$ cat config.mk
export PLATFORM = sky130hd
export DESIGN_NAME = button_event_state_machine
export DESIGN_NICKNAME = d
export VERILOG_FILES = /design/src/design/bes_pkg.sv /design/src/design/bes_button.sv /design/src/design/button_event_state_machine.sv
export SDC_FILE = /design/constraint.sdc
export NUM_CORES = 1
export LEC_CHECK = 0
export BUFFER_PORTS_ARGS = -buffer_cell sky130_fd_sc_hd__buf_2
export CORE_MARGIN = 2
export CORE_UTILIZATION = 62
export CTS_CLUSTER_SIZE = 10
export DETAILED_ROUTE_END_ITERATION = 8
export GPL_TIMING_DRIVEN = 0
export PLACE_DENSITY = 0.8
export SETUP_SLACK_MARGIN = 0.1
export SLEW_MARGIN = 0
export SYNTH_ARGS = -nofsm -noshare
export SYNTH_HDL_FRONTEND = slang
export SYNTH_HIERARCHICAL = 1
export SYNTH_SLANG_ARGS = --single-unit
$ cat constraint.sdc
create_clock -name aclk -period 6.23 [get_ports aclk]
set_clock_uncertainty 0.05 [all_clocks]
set_input_delay 0.623 -clock aclk [delete_from_list [all_inputs] [get_ports aclk]]
set_output_delay 0.623 -clock aclk [all_outputs]
set_load 0.01 [all_outputs]
$ cat src/design/bes_pkg.sv
`default_nettype none

package bes_pkg;

    // Buttons that have pin bits, limits and event bits on the ports.
    localparam int MAX_BUTTONS = 2;

    localparam int CFG_INDEX_W = 2;
    localparam int CFG_DATA_W  = 16;
    localparam int IN_TDATA_W  = 8;
    localparam int OUT_TDATA_W = 16;

    localparam logic [CFG_INDEX_W-1:0] REG_STEP_DELAY      = 2'd0;
    localparam logic [CFG_INDEX_W-1:0] REG_HOLD_LIMIT_ZERO = 2'd1;
    localparam logic [CFG_INDEX_W-1:0] REG_HOLD_LIMIT_ONE  = 2'd2;

    localparam logic [15:0] STEP_DELAY_RESET = 16'd10;
    localparam logic [15:0] HOLD_LIMIT_RESET = 16'd1000;

    typedef enum logic [1:0] {
        ST_UP       = 2'd0,
        ST_DOWN     = 2'd1,
        ST_HELD     = 2'd2,
        ST_RELEASED = 2'd3
    } btn_state_t;

    typedef struct packed {
        logic       down;
        logic       hold;
        logic       click;
        btn_state_t state;
    } btn_result_t;

    // Transition table: pressed means the pin level is low.
    function automatic btn_state_t next_state(input btn_state_t cur, input logic pressed);
        btn_state_t nxt;
        nxt = ST_UP;
        case (cur)
            ST_UP:       nxt = pressed ? ST_DOWN : ST_UP;
            ST_DOWN:     nxt = pressed ? ST_HELD : ST_UP;
            ST_HELD:     nxt = pressed ? ST_HELD : ST_RELEASED;
            ST_RELEASED: nxt = pressed ? ST_DOWN : ST_UP;
            default:     nxt = ST_UP;
        endcase
        return nxt;
    endfunction

endpackage

`default_nettype wire

$ cat src/design/bes_button.sv
`default_nettype none

module bes_button (
    input  wire logic               aclk,
    input  wire logic               aresetn,
    input  wire logic               step_en,
    input  wire logic               pressed,
    input  wire logic [15:0]        step_delay,
    input  wire logic [15:0]        hold_limit,
    output bes_pkg::btn_result_t    result
);

    bes_pkg::btn_state_t state_reg, state_next;
    logic                press_active_reg, press_active_next;
    logic [15:0]         timer_reg, timer_next;

    logic [16:0] sum;
    logic [15:0] timer_inc;

    always_comb begin
        state_next        = bes_pkg::next_state(state_reg, pressed);
        sum               = {1'b0, timer_reg} + {1'b0, step_delay};
        timer_inc         = timer_reg;
        if (press_active_reg) begin
            timer_inc = (sum < {1'b0, hold_limit}) ? sum[15:0] : hold_limit;
        end
        timer_next        = timer_inc;
        press_active_next = press_active_reg;
        result.down       = 1'b0;
        result.hold       = 1'b0;
        result.click      = 1'b0;
        result.state      = state_next;
        case (state_next)
            bes_pkg::ST_DOWN: begin
                timer_next        = '0;
                press_active_next = 1'b1;
                result.down       = 1'b1;
            end
            bes_pkg::ST_HELD: begin
                if (timer_inc == hold_limit) begin
                    timer_next  = '0;
                    result.hold = 1'b1;
                end
            end
            bes_pkg::ST_RELEASED: begin
                press_active_next = 1'b0;
                result.click      = 1'b1;
            end
            default: ;
        endcase
    end

    always_ff @(posedge aclk) begin
        if (!aresetn) begin
            state_reg        <= bes_pkg::ST_UP;
            press_active_reg <= 1'b0;
            timer_reg        <= '0;
        end else if (step_en) begin
            state_reg        <= state_next;
            press_active_reg <= press_active_next;
            timer_reg        <= timer_next;
        end
    end

endmodule

`default_nettype wire

$ cat src/design/button_event_state_machine.sv
`default_nettype none

// Channel   Direction  Handshake            Payload
// s_        in         s_tvalid / s_tready  s_tdata[1:0] pin_levels
// m_        out        m_tvalid / m_tready  down, hold, click events, button states
// cfg_      in         cfg_valid / cfg_ready  cfg_index, cfg_data
//
// One item per clock unless stalled: item -> input reg -> step logic -> result reg.
// An item yields a result only on a prescaler step (every step_delay + 1 items).
// Reset (aresetn low, synchronous) puts buttons in up, prescaler to 10.
// A stalled result register holds the input register; s_tready stays high
// while the input register is empty or draining. cfg_ready is always high.

module button_event_state_machine #(
    parameter int NUM_BUTTONS = 2
) (
    input  wire logic                                aclk,
    input  wire logic                                aresetn,
    input  wire logic                                s_tvalid,
    output logic                                     s_tready,
    input  wire logic [bes_pkg::IN_TDATA_W-1:0]      s_tdata,   // [1:0] pin_levels
    output logic                                     m_tvalid,
    input  wire logic                                m_tready,
    // [1:0] down_events, [3:2] hold_events, [5:4] click_events, [9:6] button_states
    output logic [bes_pkg::OUT_TDATA_W-1:0]          m_tdata,
    input  wire logic                                cfg_valid,
    output logic                                     cfg_ready,
    input  wire logic [bes_pkg::CFG_INDEX_W-1:0]     cfg_index,
    input  wire logic [bes_pkg::CFG_DATA_W-1:0]      cfg_data
);

    localparam int MODELLED = (NUM_BUTTONS < bes_pkg::MAX_BUTTONS) ?
                              NUM_BUTTONS : bes_pkg::MAX_BUTTONS;

    logic [15:0] step_delay_reg;
    logic [15:0] hold_limit_reg [bes_pkg::MAX_BUTTONS];
    logic [15:0] prescaler_reg, prescaler_next;

    logic                               in_valid_reg;
    logic [bes_pkg::MAX_BUTTONS-1:0]    pins_reg;
    logic                               out_valid_reg;
    logic [bes_pkg::OUT_TDATA_W-1:0]    out_data_reg, out_data_next;

    logic advance, consume, step;

    bes_pkg::btn_result_t res [bes_pkg::MAX_BUTTONS];

    assign cfg_ready = 1'b1;
    assign advance   = !out_valid_reg || m_tready;
    assign consume   = in_valid_reg && advance;
    assign step      = consume && (prescaler_reg == '0);
    assign s_tready  = !in_valid_reg || advance;
    assign m_tvalid  = out_valid_reg;
    assign m_tdata   = out_data_reg;

    always_ff @(posedge aclk) begin
        if (!aresetn) begin
            step_delay_reg    <= bes_pkg::STEP_DELAY_RESET;
            hold_limit_reg[0] <= bes_pkg::HOLD_LIMIT_RESET;
            hold_limit_reg[1] <= bes_pkg::HOLD_LIMIT_RESET;
        end else if (cfg_valid) begin
            case (cfg_index)
                bes_pkg::REG_STEP_DELAY:      step_delay_reg    <= cfg_data;
                bes_pkg::REG_HOLD_LIMIT_ZERO: hold_limit_reg[0] <= cfg_data;
                bes_pkg::REG_HOLD_LIMIT_ONE:  hold_limit_reg[1] <= cfg_data;
                default: ;
            endcase
        end
    end

    // Input register
    always_ff @(posedge aclk) begin
        if (!aresetn) begin
            in_valid_reg <= 1'b0;
        end else if (s_tready) begin
            in_valid_reg <= s_tvalid;
        end
    end

    always_ff @(posedge aclk) begin
        if (s_tready && s_tvalid) begin
            pins_reg <= s_tdata[bes_pkg::MAX_BUTTONS-1:0];
        end
    end

    always_comb begin
        prescaler_next = prescaler_reg;
        if (consume) begin
            prescaler_next = (prescaler_reg == '0) ? step_delay_reg : prescaler_reg - 16'd1;
        end
    end

    always_ff @(posedge aclk) begin
        if (!aresetn) begin
            prescaler_reg <= bes_pkg::STEP_DELAY_RESET;
        end else begin
            prescaler_reg <= prescaler_next;
        end
    end

    for (genvar i = 0; i < bes_pkg::MAX_BUTTONS; i++) begin : g_btn
        if (i < MODELLED) begin : g_on
            bes_button u_btn (
                .aclk       (aclk),
                .aresetn    (aresetn),
                .step_en    (step),
                .pressed    (!pins_reg[i]),
                .step_delay (step_delay_reg),
                .hold_limit (hold_limit_reg[i]),
                .result     (res[i])
            );
        end else begin : g_off
            assign res[i] = '0;
        end
    end

    always_comb begin
        out_data_next = '0;
        for (int i = 0; i < bes_pkg::MAX_BUTTONS; i++) begin
            out_data_next[i]         = res[i].down;
            out_data_next[2 + i]     = res[i].hold;
            out_data_next[4 + i]     = res[i].click;
            out_data_next[6 + 2*i +: 2] = res[i].state;
        end
    end

    // Result register
    always_ff @(posedge aclk) begin
        if (!aresetn) begin
            out_valid_reg <= 1'b0;
        end else if (step) begin
            out_valid_reg <= 1'b1;
        end else if (m_tready) begin
            out_valid_reg <= 1'b0;
        end
    end

    always_ff @(posedge aclk) begin
        if (step) begin
            out_data_reg <= out_data_next;
        end
    end

    a_result_from_step : assert property (@(posedge aclk) disable iff (!aresetn)
        $rose(m_tvalid) |-> $past(step))
        else $error("result appeared without a prescaler step");

    a_prescaler_idle : assert property (@(posedge aclk) disable iff (!aresetn)
        !consume |=> $stable(prescaler_reg))
        else $error("prescaler moved without a consumed item");

    a_events_exclusive : assert property (@(posedge aclk) disable iff (!aresetn)
        m_tvalid |-> $onehot0({m_tdata[0], m_tdata[2], m_tdata[4]}) &&
                     $onehot0({m_tdata[1], m_tdata[3], m_tdata[5]}))
        else $error("more than one event for a button in one step");

    a_down_state : assert property (@(posedge aclk) disable iff (!aresetn)
        m_tvalid && m_tdata[0] |-> m_tdata[7:6] == bes_pkg::ST_DOWN)
        else $error("down event without down state");

endmodule

`default_nettype wire
==> results.json <==
{
  "run_status": "finished clean",
  "die_area_um2": 16300,
  "diodes": 0,
  "path_clk_slew_ps": 60,
  "crit_type": "reg2reg",
  "synth.distinct_cells": 79,
  "startpoint": "step_delay_reg[0]",
  "power.density_nw_per_um2": 197,
  "cp.depth": 17,
  "cts_tree": "yes",
  "post_cts_buffers": 0,
  "clk_latency_ps": 420,
  "start_util": 0.630,
  "gp_congestion": 0.985,
  "r2r_end": "g_btn[0].g_on.u_btn/timer_reg[0]",
  "fin_area_um2": 10500,
  "avgSynthCellArea_um2": 8.95,
  "yosys_warnings": 6,
  "end_kind": "register",
  "cts-root-buf": "clkbuf_16",
  "worstRegToRegCells": 17,
  "first_global_vias": 7901,
  "drt-pass1-iter-count": 6,
  "placed_area_um2": 9950,
  "die_h_um": 128,
  "seq_area_frac_synth": 0.291,
  "post-route-drc-count": 0,
  "vias": 8776,
  "p_leak_nw": 4.46,
  "setup_viol_count_final": 0,
  "drive_above_1_share": 0.129,
  "ant_nets": 0,
  "ir_drop_v": 0.000178,
  "report.final.slew_viol_count": 0,
  "finalCritPeriodShare": 0.869,
  "post_cts_resized": 0,
  "io_buffers": 36,
  "grtUsageTotal": 0.341,
  "grt_pass1_wl_um": 43100,
  "syn-cell-area_um2": 9510,
  "hold_viol_final": 0,
  "power_w": 0.00208,
  "final_cell_mix": "nand2_1 (98), dfxtp_1 (72), ha_1 (68)",
  "cts_buffers": 17,
  "yosys_register_bits": 116,
  "max_slew_margin": 0.347,
  "die_x_um": 128,
  "grt_max_degree": 25,
  "area_delta_synth_final_pct": 10.9,
  "ys.flop_type": "dfxtp_1",
  "drt_wl_total_um": 27600,
  "crit_chain": "ha_1, fa_1, a21o_1, a221oi_4, o211ai_4, a2111oi_0, nor3_1, ha_1, nand4_1, nor4_1, o41ai_1, a31oi_1, a2111oi_4, buf_4, mux2i_1, o22a_1, o211ai_2",
  "rows": 45,
  "final_common_cell": "nand2_1",
  "fillerInstances": 1209,
  "max_freq_mhz": 185,
  "critPathArrivalTime_ps": 5660,
  "critPathSlowestCell": "a2111oi_0",
  "grt_setup_unrepaired": "false",
  "io_pins": 50,
  "cts_hold_buffers": 0,
  "nets": 1224,
  "via_per_inst": 6.63,
  "tightest_slew_ps": 977,
  "drt_iter0_drc": 1111,
  "grt-ovfl-total": 0,
  "synthArstFlopShare": 0,
  "crit_path_max_incr_delay_ps": 670,
  "fp.coreArea_um2": 15100,
  "cp-endpoint": "g_btn[0].g_on.u_btn/timer_reg[0]",
  "crit_required_ps": 6480,
  "cts.htree.levels": 4,
  "holdWs_ps": 344,
  "r2r-start": "step_delay_reg[0]",
  "place_hpwl_um": 20700,
  "synthCells": 1062,
  "fin_crit_ps": 5410,
  "critPathBufInv": 1,
  "clk_path_buf_depth": 2,
  "drv_cap": 0,
  "clock_sinks": 116,
  "critPathMaxFanout": 10,
  "min_path_type": "in2reg",
  "crit_top_cell": "ha_1",
  "setup-tns-final_ps": 0,
  "synth_edf_count": 44,
  "antenna_found_initial": 0,
  "ff2ff_setup_slack_ps": 820,
  "cpLargestDelayFamily": "compound AO/OA/AOI/OAI gates",
  "start_kind": "register",
  "wl_per_cell_um": 20.8
}
## Yosys cell counts, types with 5 or more instances
library cell	number	area, µm²
ha_1	68	851
and3_1	16	100
buf_2	5	25.0
nand4_1	16	100
nor4_1	11	68.8
o311ai_0	6	52.6
o31ai_1	8	60.1
a21o_1	14	105
or4_1	5	37.5
o22ai_1	8	50.1
o21a_1	10	75.1
a31oi_1	7	43.8
mux2i_1	43	430
clkbuf_1	31	116
o21ai_0	35	175
o21ai_1	13	65.1
nor2_1	39	146
a211o_1	9	78.8
xor2_1	17	149
buf_4	18	135
nand2b_1	11	68.8
inv_1	62	233
xnor2_1	48	420
o211a_1	5	50.1
nor3_1	23	115
and4_1	6	52.6
o22a_1	28	245
nand2_1	98	368
nand3_1	56	280
o21ba_2	6	60.1
o211ai_2	8	100
o211ai_1	32	240
xnor3_1	6	135
o41ai_1	5	43.8
nor2b_1	12	75.1
a21boi_0	10	75.1
a211oi_1	7	52.6
buf_6	5	56.3
a21oi_1	42	210
edfxtp_1	44	1320
and2_1	18	113
dfxtp_1	72	1440
## cell families after synthesis
group | after synthesis | synth area share
compound gates | 292 | 0.237
buf+inv | 122 | 0.0599
flops | 116 | 0.291
mux | 48 | 0.0512
fa+ha+maj | 70 | 0.0937
xor+xnor | 71 | 0.0741
other cells | 2 | 0.000790
simple gates | 341 | 0.193
## layer usage
| layer | up-vias | GRT usage | wire length (µm) | part of all wire |
|---|---|---|---|---|
| met1 | 4093 | 0.475 | 11600 | 0.42 |
| met4 | 0 | 0.0879 | 638 | 0.023 |
| met3 | 60 | 0.0885 | 3120 | 0.11 |
| met2 | 530 | 0.528 | 12200 | 0.44 |
| li1 | 4093 | - | - | - |
| met5 | - | 0 | 0 | 0 |
## worst min-delay path by stage
stage | start | to | slack, ps | cells after the start
final | s_tdata[0] | pins_reg[0] | 340 | 1
after detailed placement | g_btn[1].g_on.u_btn/timer_reg[0] | g_btn[1].g_on.u_btn/timer_reg[0] | 450 | 2
after global routing | s_tdata[0] | pins_reg[0] | 320 | 1
after floorplan | g_btn[0].g_on.u_btn/timer_reg[0] | g_btn[0].g_on.u_btn/timer_reg[0] | 410 | 2
after CTS | s_tdata[0] | pins_reg[0] | 330 | 1
after global placement | g_btn[0].g_on.u_btn/state_reg[0] | g_btn[0].g_on.u_btn/state_reg[0] | 440 | 2
## power breakdown
group | internal (W) | switching, W
clock network | 0.000580 | 0.000396
registers | 0.000815 | 0.0000442
logic | 0.000101 | 0.000142
## cell type report
cell class / count / area [µm²] / area share
multi-input cells: 829 / 6200 / 0.587
flip-flops and latches: 116 / 2760 / 0.262
clock buffers: 20 / 489 / 0.0464
plain buffers: 59 / 333 / 0.0316
inverters: 63 / 236 / 0.0224
well taps: 188 / 235 / 0.0223
repair buffers: 37 / 188 / 0.0178
clock inverters: 12 / 108 / 0.0102
## metrics by stage
step	utilization	cells	setup slack [ps]
after floorplan	-	1067	1830
after global placement	0.659	1291	1010
after detailed placement	0.659	1292	1010
after CTS	0.699	1324	970
after global routing	0.699	1324	507
final	0.699	1324	816
No activity file was read; power rests on OpenSTA's default activity.
